==> src/design/zero_run_length_byte_encoder_defines.svh <==
// ----------------------------------------------------------------------------
// Zero-run-length byte encoder assertion macros
// Shared concurrent assertion forms, clocked on clock and disabled in reset.
// ----------------------------------------------------------------------------
`ifndef ZERO_RUN_LENGTH_BYTE_ENCODER_DEFINES_SVH
`define ZERO_RUN_LENGTH_BYTE_ENCODER_DEFINES_SVH

// Same-cycle implication
`define ZRLE_ASSERT_SAME(label, ante, cons, msg) \
   label: assert property (@(posedge clock) disable iff (reset) (ante) |-> (cons)) \
      else $error(msg);

// Next-cycle implication
`define ZRLE_ASSERT_NEXT(label, ante, cons, msg) \
   label: assert property (@(posedge clock) disable iff (reset) (ante) |=> (cons)) \
      else $error(msg);

`endif

==> src/design/zrle_pkg.sv <==
// ----------------------------------------------------------------------------
// Zero-run-length byte encoder package
// Function codes, run constants and the types shared between the parts.
// ----------------------------------------------------------------------------
`timescale 1ns / 1ps
`default_nettype none

package zrle_pkg;

   localparam logic [1:0] FUNC_BIT    = 2'd0;
   localparam logic [1:0] FUNC_BYTE   = 2'd1;
   localparam logic [1:0] FUNC_EOR    = 2'd2;
   localparam logic [1:0] FUNC_UNUSED = 2'd3;

   localparam logic [7:0] RUN_FULL     = 8'd255;
   localparam logic [2:0] BYTE_LAST_IX = 3'd7;

   // One queued command: bits to shift out LSB first, or an end of record
   typedef struct packed {
      logic       eor;
      logic [7:0] bits;
      logic [2:0] left;   // bits still to follow after the first one
   } queue_entry_type;

   typedef struct packed {
      logic full;
      logic empty;
   } queue_status_type;

   typedef enum logic {
      BACK_IDLE,
      BACK_RUN
   } back_state_type;

endpackage

`default_nettype wire

==> src/design/zrle_if.sv <==
// ----------------------------------------------------------------------------
// Zero-run-length byte encoder channels
// Valid/ready channels for request items and run-byte result items.
// ----------------------------------------------------------------------------
`timescale 1ns / 1ps
`default_nettype none

interface zrle_req_if;
   logic       valid;
   logic       ready;
   logic [1:0] func;
   logic [7:0] data_byte;

   modport source (output valid, output func, output data_byte, input ready);
   modport sink   (input valid, input func, input data_byte, output ready);
endinterface

interface zrle_rsp_if;
   logic       valid;
   logic       ready;
   logic [7:0] run_byte;
   logic       last;

   modport source (output valid, output run_byte, output last, input ready);
   modport sink   (input valid, input run_byte, input last, output ready);
endinterface

`default_nettype wire

==> src/design/zrle_front.sv <==
// ----------------------------------------------------------------------------
// Zero-run-length front end
// Accepts request items, drops unused codes and turns the rest into queue
// commands.
// ----------------------------------------------------------------------------
`timescale 1ns / 1ps
`default_nettype none

module zrle_front (
   zrle_req_if.sink                 req,
   input  zrle_pkg::queue_status_type q_status,
   output logic                     push,
   output zrle_pkg::queue_entry_type push_entry
);

   logic keep;

   assign req.ready = !q_status.full;
   assign push      = req.valid && req.ready && keep;

   always_comb begin
      keep       = 1'b1;
      push_entry = '0;
      case (req.func)
         zrle_pkg::FUNC_BIT: begin
            // only bit 0 counts
            push_entry.bits = {7'd0, req.data_byte[0]};
            push_entry.left = 3'd0;
         end
         zrle_pkg::FUNC_BYTE: begin
            push_entry.bits = req.data_byte;
            push_entry.left = zrle_pkg::BYTE_LAST_IX;
         end
         zrle_pkg::FUNC_EOR: begin
            push_entry.eor = 1'b1;
         end
         default: begin
            // drop: no result and no state change
            keep = 1'b0;
         end
      endcase
   end

endmodule

`default_nettype wire

==> src/design/zrle_queue.sv <==
// ----------------------------------------------------------------------------
// Zero-run-length command queue
// Small FIFO that decouples the front end from the run encoder.
// ----------------------------------------------------------------------------
`timescale 1ns / 1ps
`default_nettype none

module zrle_queue #(
   parameter int DEPTH = 2
) (
   input  logic                      clock,
   input  logic                      reset,
   input  logic                      push,
   input  zrle_pkg::queue_entry_type push_entry,
   input  logic                      pop,
   output zrle_pkg::queue_entry_type pop_entry,
   output zrle_pkg::queue_status_type status
);

   localparam int ADDR_W = (DEPTH > 1) ? $clog2(DEPTH) : 1;
   localparam int CNT_W  = $clog2(DEPTH + 1);

   zrle_pkg::queue_entry_type entry_ff [DEPTH];

   logic [ADDR_W-1:0] wr_ptr_ff, wr_ptr_in;
   logic [ADDR_W-1:0] rd_ptr_ff, rd_ptr_in;
   logic [CNT_W-1:0]  count_ff, count_in;

   assign status.full  = (count_ff == CNT_W'(DEPTH));
   assign status.empty = (count_ff == '0);
   assign pop_entry    = entry_ff[rd_ptr_ff];

   always_comb begin
      wr_ptr_in = wr_ptr_ff;
      rd_ptr_in = rd_ptr_ff;
      count_in  = count_ff;
      if (push) begin
         wr_ptr_in = (wr_ptr_ff == ADDR_W'(DEPTH - 1)) ? '0 : wr_ptr_ff + 1'b1;
      end
      if (pop) begin
         rd_ptr_in = (rd_ptr_ff == ADDR_W'(DEPTH - 1)) ? '0 : rd_ptr_ff + 1'b1;
      end
      if (push && !pop) begin
         count_in = count_ff + 1'b1;
      end else if (pop && !push) begin
         count_in = count_ff - 1'b1;
      end
   end

   always_ff @(posedge clock) begin
      if (reset) begin
         wr_ptr_ff <= '0;
         rd_ptr_ff <= '0;
         count_ff  <= '0;
      end else begin
         wr_ptr_ff <= wr_ptr_in;
         rd_ptr_ff <= rd_ptr_in;
         count_ff  <= count_in;
      end
   end

   always_ff @(posedge clock) begin
      if (push) begin
         entry_ff[wr_ptr_ff] <= push_entry;
      end
   end

endmodule

`default_nettype wire

==> src/design/zrle_back.sv <==
// ----------------------------------------------------------------------------
// Zero-run-length back end
// Shifts queued bits through the zero-run counter one per cycle unless a
// waiting result stalls it, and emits run bytes into the result register.
// ----------------------------------------------------------------------------
`timescale 1ns / 1ps
`default_nettype none

module zrle_back (
   input  logic                       clock,
   input  logic                       reset,
   input  zrle_pkg::queue_entry_type  pop_entry,
   input  zrle_pkg::queue_status_type q_status,
   output logic                       pop,
   zrle_rsp_if.source                 rsp
);

   zrle_pkg::back_state_type state_ff, state_in;

   logic [7:0] count_ff, count_in;
   logic [7:0] bits_ff, bits_in;
   logic [2:0] left_ff, left_in;
   logic       eor_ff, eor_in;

   logic       out_valid_ff, out_valid_in;
   logic [7:0] out_byte_ff, out_byte_in;
   logic       out_last_ff, out_last_in;

   logic       emit;
   logic       more;
   logic       advance;
   logic       slot_free;
   logic [7:0] result;
   logic [7:0] count_inc;
   logic [7:0] count_step;
   logic [8:0] zeros_ahead;

   assign rsp.valid    = out_valid_ff;
   assign rsp.run_byte = out_byte_ff;
   assign rsp.last     = out_last_ff;

   assign slot_free = !out_valid_ff || rsp.ready;
   assign count_inc = count_ff + 8'd1;

   // one bit or one end of record per cycle, unless a waiting result stalls it
   always_comb begin
      emit       = 1'b0;
      result     = count_ff;
      count_step = count_inc;
      if (eor_ff) begin
         emit       = 1'b1;
         count_step = '0;
      end else if (bits_ff[0]) begin
         emit       = 1'b1;
         count_step = '0;
      end else if (count_inc == zrle_pkg::RUN_FULL) begin
         emit       = 1'b1;
         result     = zrle_pkg::RUN_FULL;
         count_step = '0;
      end
   end

   // a later bit of this item still yields a byte if a one follows or the
   // remaining zeros fill a run
   assign zeros_ahead = {1'b0, count_step} + {6'd0, left_ff};
   assign more = !eor_ff && ((|bits_ff[7:1]) || (zeros_ahead >= {1'b0, zrle_pkg::RUN_FULL}));

   // next state
   always_comb begin
      state_in = state_ff;
      case (state_ff)
         zrle_pkg::BACK_IDLE: begin
            if (!q_status.empty) begin
               state_in = zrle_pkg::BACK_RUN;
            end
         end
         zrle_pkg::BACK_RUN: begin
            if (advance && (eor_ff || left_ff == '0)) begin
               state_in = zrle_pkg::BACK_IDLE;
            end
         end
         default: begin
            state_in = zrle_pkg::BACK_IDLE;
         end
      endcase
   end

   // outputs of the sequencer
   always_comb begin
      pop     = 1'b0;
      advance = 1'b0;
      case (state_ff)
         zrle_pkg::BACK_IDLE: begin
            pop = !q_status.empty;
         end
         zrle_pkg::BACK_RUN: begin
            advance = !emit || slot_free;
         end
         default: begin
            pop     = 1'b0;
            advance = 1'b0;
         end
      endcase
   end

   always_comb begin
      count_in = count_ff;
      bits_in  = bits_ff;
      left_in  = left_ff;
      eor_in   = eor_ff;
      if (pop) begin
         bits_in = pop_entry.bits;
         left_in = pop_entry.left;
         eor_in  = pop_entry.eor;
      end else if (advance) begin
         count_in = count_step;
         bits_in  = {1'b0, bits_ff[7:1]};
         left_in  = left_ff - 3'd1;
      end
   end

   always_comb begin
      out_valid_in = out_valid_ff;
      out_byte_in  = out_byte_ff;
      out_last_in  = out_last_ff;
      if (advance && emit) begin
         out_valid_in = 1'b1;
         out_byte_in  = result;
         out_last_in  = !more;
      end else if (rsp.ready) begin
         out_valid_in = 1'b0;
      end
   end

   always_ff @(posedge clock) begin
      if (reset) begin
         state_ff     <= zrle_pkg::BACK_IDLE;
         count_ff     <= '0;
         out_valid_ff <= 1'b0;
      end else begin
         state_ff     <= state_in;
         count_ff     <= count_in;
         out_valid_ff <= out_valid_in;
      end
   end

   always_ff @(posedge clock) begin
      bits_ff     <= bits_in;
      left_ff     <= left_in;
      eor_ff      <= eor_in;
      out_byte_ff <= out_byte_in;
      out_last_ff <= out_last_in;
   end

endmodule

`default_nettype wire

==> src/design/zero_run_length_byte_encoder.sv <==
// Zero-run-length byte encoder. Request items (one bit, a byte taken LSB
// first, or an end of record) pass through a small command queue to a run
// encoder that handles one bit per cycle while no result stalls it: it
// fetches a command while idle, then works through a single bit, the
// eight bits of a byte, or an end of record, before the next fetch. Each result
// byte sits in an output register; a stalled result holds the encoder but the
// queue keeps taking requests until it is full. The last flag marks the
// final byte an item produces; items that produce nothing give no result.
`timescale 1ns / 1ps
`default_nettype none
`include "zero_run_length_byte_encoder_defines.svh"

// ----------------------------------------------------------------------------
// Zero-run-length byte encoder top level
// Front end, command queue and run encoder joined into one block.
// ----------------------------------------------------------------------------
module zero_run_length_byte_encoder #(
   parameter int QUEUE_DEPTH = 2
) (
   input  logic       clock,
   input  logic       reset,
   zrle_req_if.sink   req,
   zrle_rsp_if.source rsp
);

   zrle_pkg::queue_entry_type  push_entry;
   zrle_pkg::queue_entry_type  pop_entry;
   zrle_pkg::queue_status_type q_status;
   logic                       push;
   logic                       pop;

   zrle_front u_front (
      .req        (req),
      .q_status   (q_status),
      .push       (push),
      .push_entry (push_entry)
   );

   zrle_queue #(
      .DEPTH (QUEUE_DEPTH)
   ) u_queue (
      .clock      (clock),
      .reset      (reset),
      .push       (push),
      .push_entry (push_entry),
      .pop        (pop),
      .pop_entry  (pop_entry),
      .status     (q_status)
   );

   zrle_back u_back (
      .clock     (clock),
      .reset     (reset),
      .pop_entry (pop_entry),
      .q_status  (q_status),
      .pop       (pop),
      .rsp       (rsp)
   );

   `ZRLE_ASSERT_SAME(a_push_not_full, push, !q_status.full, "push into full queue")
   `ZRLE_ASSERT_SAME(a_pop_not_empty, pop, !q_status.empty, "pop from empty queue")
   `ZRLE_ASSERT_SAME(a_drop_unused, req.func == zrle_pkg::FUNC_UNUSED, !push, "unused queued")
   `ZRLE_ASSERT_NEXT(a_rsp_hold, rsp.valid && !rsp.ready, $stable(rsp.run_byte), "result changed")

endmodule

`default_nettype wire
==> src/flat_wrapper.sv <==
// flat-port wrapper written by rule: the top's interface ports become plain ports
module zero_run_length_byte_encoder_flat 
#(
   parameter int QUEUE_DEPTH = 2
)
  (clock, reset, req_valid, req_func, req_data_byte, req_ready, rsp_valid, rsp_run_byte, rsp_last, rsp_ready);
  zrle_req_if req_i ();
  zrle_rsp_if rsp_i ();
  input  logic clock;
  input  logic reset;
  input wire logic [$bits(req_i.valid)-1:0] req_valid;
  input wire logic [$bits(req_i.func)-1:0] req_func;
  input wire logic [$bits(req_i.data_byte)-1:0] req_data_byte;
  output wire logic [$bits(req_i.ready)-1:0] req_ready;
  output wire logic [$bits(rsp_i.valid)-1:0] rsp_valid;
  output wire logic [$bits(rsp_i.run_byte)-1:0] rsp_run_byte;
  output wire logic [$bits(rsp_i.last)-1:0] rsp_last;
  input wire logic [$bits(rsp_i.ready)-1:0] rsp_ready;
  assign req_i.valid = req_valid;
  assign req_i.func = req_func;
  assign req_i.data_byte = req_data_byte;
  assign req_ready = req_i.ready;
  assign rsp_valid = rsp_i.valid;
  assign rsp_run_byte = rsp_i.run_byte;
  assign rsp_last = rsp_i.last;
  assign rsp_i.ready = rsp_ready;
  zero_run_length_byte_encoder #(.QUEUE_DEPTH(QUEUE_DEPTH)) u_core (.clock(clock), .reset(reset), .req(req_i), .rsp(rsp_i));
endmodule
==> config.mk <==
export PLATFORM = sky130hd
export DESIGN_NAME = zero_run_length_byte_encoder_flat
export DESIGN_NICKNAME = d
export VERILOG_FILES = /design/src/design/zrle_pkg.sv /design/src/design/zrle_if.sv /design/src/design/zrle_front.sv /design/src/design/zrle_queue.sv /design/src/design/zrle_back.sv /design/src/design/zero_run_length_byte_encoder.sv /design/src/flat_wrapper.sv
export VERILOG_INCLUDE_DIRS = /design/src /design/src/design
export SDC_FILE = /design/constraint.sdc
export NUM_CORES = 1
export LEC_CHECK = 0
export BUFFER_PORTS_ARGS = -buffer_cell sky130_fd_sc_hd__buf_2
export CORE_MARGIN = 3
export CORE_UTILIZATION = 40
export CTS_BUF_LIST = sky130_fd_sc_hd__clkbuf_16
export DETAILED_ROUTE_END_ITERATION = 10
export PLACE_DENSITY = 0.54
export SLEW_MARGIN = 20
export SYNTH_ARGS = -nofsm -noshare
export SYNTH_HDL_FRONTEND = slang
export SYNTH_HIERARCHICAL = 1
export SYNTH_SLANG_ARGS = --single-unit
==> constraint.sdc <==
create_clock -name clock -period 4.9 [get_ports clock]
set_input_delay 0.98 -clock clock [delete_from_list [all_inputs] [get_ports clock]]
set_output_delay 0.98 -clock clock [all_outputs]
set_load 0.02 [all_outputs]
==> run_results.csv <==
group,metric,value,unit
outcome,status,"completed",
route,num_vias,1783,
sta,rsz0062_at_grt,"no",
cts,cts_setup_buffers,0,
logic_synthesis,synth_most_common_cell,"edfxtp_1",
placement,hpwlAfterDp,3310,um
logic_synthesis,async_reset_ff_frac,0,
grt,grt_max_degree,14,
cts,root_buffer,"clkbuf_16",
route,finalWirelength,4700,um
critical_path,worst_setup_path_end_kind,"register",
sta,setup_viol,0,
cts,cts.clk_slew.worst_paths,0.05,ns
layout,n_antenna_cell,0,
floorplanning,core,6830,um2
sta,final.setup_skew,0.00355,ns
floorplanning,rows,30,
cts,post_cts_resized,0,
sta,min_period_over_period,0.804,
floorplanning,die_area,8110,um2
grt,grt_antenna_before_repair,0,
route,ant_nets,0,
logic_synthesis,ys_seq_area_frac,0.584,
layout,final_cell_area,3360,um2
logic_synthesis,synth-main-ff-cell,"edfxtp_1",
floorplanning,ios,25,
cts,cts-buffers-inserted,9,
logic_synthesis,synth_area_per_cell,11.9,um2
sta,final_hold_viol_count,0,
logic_synthesis,netlist_area,2830,um2
layout,layout-drive-gt1-share,0.231,
sta,worst_slew_pin_slew,0.962,ns
grt,grt_usage,0.128,
logic_synthesis,ys_types,49,
layout,fin_nets,286,
critical_path,critPathMaxFanout,11,
critical_path,crit_path_start_kind,"register",
logic_synthesis,synth_area_leader_cell,"edfxtp_1",
pwr,power,2000,uW
cts,cts_htree_levels,3,
placement,numPortBuffers,24,
critical_path,worstSetupPathType,"register to register",
cts,numClockSinks,60,
critical_path,crit_top_cell,"ha_1",
grt,grt_overflow,0,
floorplanning,initial_utilization,0.414,
grt,grt_pass1_wl,8370,um
logic_synthesis,ys_top_cells_by_count,"45 x edfxtp_1, 32 x nand2_1, 16 x inv_1, 15 x dfxtp_1, 14 x nor2_1",
logic_synthesis,synth_nets,261,
pwr,vdd_ir_drop_max,312,uV
layout,syn2layout_area_growth,18.7,%
floorplanning,die_width,90.1,um
sta,fmax,254,MHz
critical_path,crit_arrival,4.00,ns
sta,maxSlewHeadroom,0.355,
cts,clock_path_buffers,2,
cts,cts_tree,"done",
route,post-route-drc-count,0,
placement,gp_congestion,0.850,
cts,ctsHoldBuffers,0,
critical_path,critical_path_buf_inv_count,0,
logic_synthesis,ys_warn_count,6,
critical_path,cp_cell_sequence,"ha_1 > and3_1 > xnor2_1 > a2111o_1 > o21ai_0 > nor2_1 > ha_1 > fa_1 > and2_0 > nand2_1 > nor4b_1 > a311oi_1 > o32a_1",
sta,drv_slew,0,
pwr,leakage,0.00129,uW
grt,first_global_vias,1826,
logic_synthesis,ys_ff_latch,60,
logic_synthesis,synth_top_cell_area_share,0.478,
logic_synthesis,synth_edf_count,45,
route,viasPerCell,4.90,
logic_synthesis,syn_inst,238,
route,dr.pass1.iters,4,
route,wl_per_cell,12.9,um
critical_path,crit_required,4.96,ns
placement,dpl-instance-area,3020,um2
pwr,powerDensity,597,nW/um2
critical_path,max_stage_delay,0.56,ns
job,drv_cap,0,
cts,clk-insertion-delay-late,0.32,ns
sta,fin_crit,3.94,ns
route,drt_iter0_drc,109,
sta,fin_setup_tns,0,ns
logic_synthesis,ys_top_cells_by_area,"edfxtp_1 48%, dfxtp_1 11%, mux2_2 4.8%, nand2_1 4.2%, ha_1 3.5%",
floorplanning,fp.dieH,90.1,um
hold_path,hold_path_class,"register to register",
critical_path,path_delay_family,"compound AO/OA/AOI/OAI gates",
critical_path,cp_slowest_cell,"a2111o_1",
-- report_power, final --
| part | internal [uW] | switching (uW) |
|---|---|---|
| Sequential | 727 | 77.8 |
| Clock | 494 | 210 |
| Combinational | 196 | 299 |
-- cell families (layout without fill, tap and decap cells) --
group                      after synthesis  in the layout  synth area share
buffers and inverters                   27             57            0.0421
adders and majority gates                9              9            0.0425
and+or+nand+nor                         85             85             0.151
AOI/OAI and AO/OA                       34             34            0.0974
DFF                                     60             60             0.584
xor gates and xnor gates                10             10            0.0310
muxes                                   13             13            0.0514
-- routing by layer --
metal	GRT usage	part of all wire
met1	0.156	0.47
met5	0	0
met2	0.204	0.47
met4	0.0714	0.021
met3	0.0377	0.039
-- cell usage in the layout (no fill, tap or decap), drive strengths merged, types with 2 or more instances in the layout --
cell and instances:
o211ai 4, o21ai 6, xnor2 7, bufinv 3, nor2b 4, ha 8
o32a 2, and3 3, inv 16, a21oi 6, clkbuf 9, clkinv 3
and2b 2, o221ai 2, nor3 3, mux2 12, nor2 14, o21a 3
dfxtp 15, xor2 3, nand2b 4, buf 25, or4 2, o22ai 3
nand3 4, edfxtp 45, a31oi 2, nand2 32, and2 11
-- path summary, 6_finish.rpt --
| check | start | to | slack, ns | depth (start not counted) |
|---|---|---|---|---|
| max | u_core/u_back/count_ff[0] | u_core/u_back/rsp.last | 0.96 | 13 |
| max reg2reg | u_core/u_back/count_ff[0] | u_core/u_back/rsp.last | 0.96 | 13 |
| min | u_core/u_back/count_ff[6] | u_core/u_back/rsp.run_byte[6] | 0.48 | 0 |
| min reg2reg | u_core/u_back/count_ff[6] | u_core/u_back/rsp.run_byte[6] | 0.48 | 0 |
-- registers in the layout, indices dropped and copies added, names as in the netlist, named ones only --
name                        count
u_core/u_queue/entry_ff        24
u_core/u_back/bits_ff           8
u_core/u_back/count_ff          8
u_core/u_back/rsp.run_byte      8
u_core/u_back/left_ff           3
u_core/u_queue/count_ff         2
u_core/u_back/eor_ff            1
u_core/u_back/rsp.last          1
u_core/u_back/rsp.valid         1
u_core/u_back/state_ff          1
u_core/u_queue/rd_ptr_ff        1
u_core/u_queue/wr_ptr_ff        1
-- metrics by stage --
stage | setup slack [ns] | std cells | utilization | hold WS, ns
2_1_floorplan | 1.35 | 238 | - | 0.461
3_3_place_gp | 1.10 | 348 | 0.441 | 0.464
3_5_place_dp | 0.958 | 348 | 0.441 | 0.467
4_1_cts | 0.947 | 364 | 0.491 | 0.481
5_1_grt | 0.565 | 364 | 0.491 | 0.490
6_report | 0.961 | 364 | 0.491 | 0.477
-- cell type report --
cell class	count	area, um2
Fill cell	632	3480
Sequential cell	60	1650
Multi-Input combinational cell	151	1060
Clock buffer	9	225
Timing Repair Buffer	25	128
Tap cell	96	120
Clock inverter	7	115
Inverter	16	60.1
No activity file was read; power rests on OpenSTA's default activity.
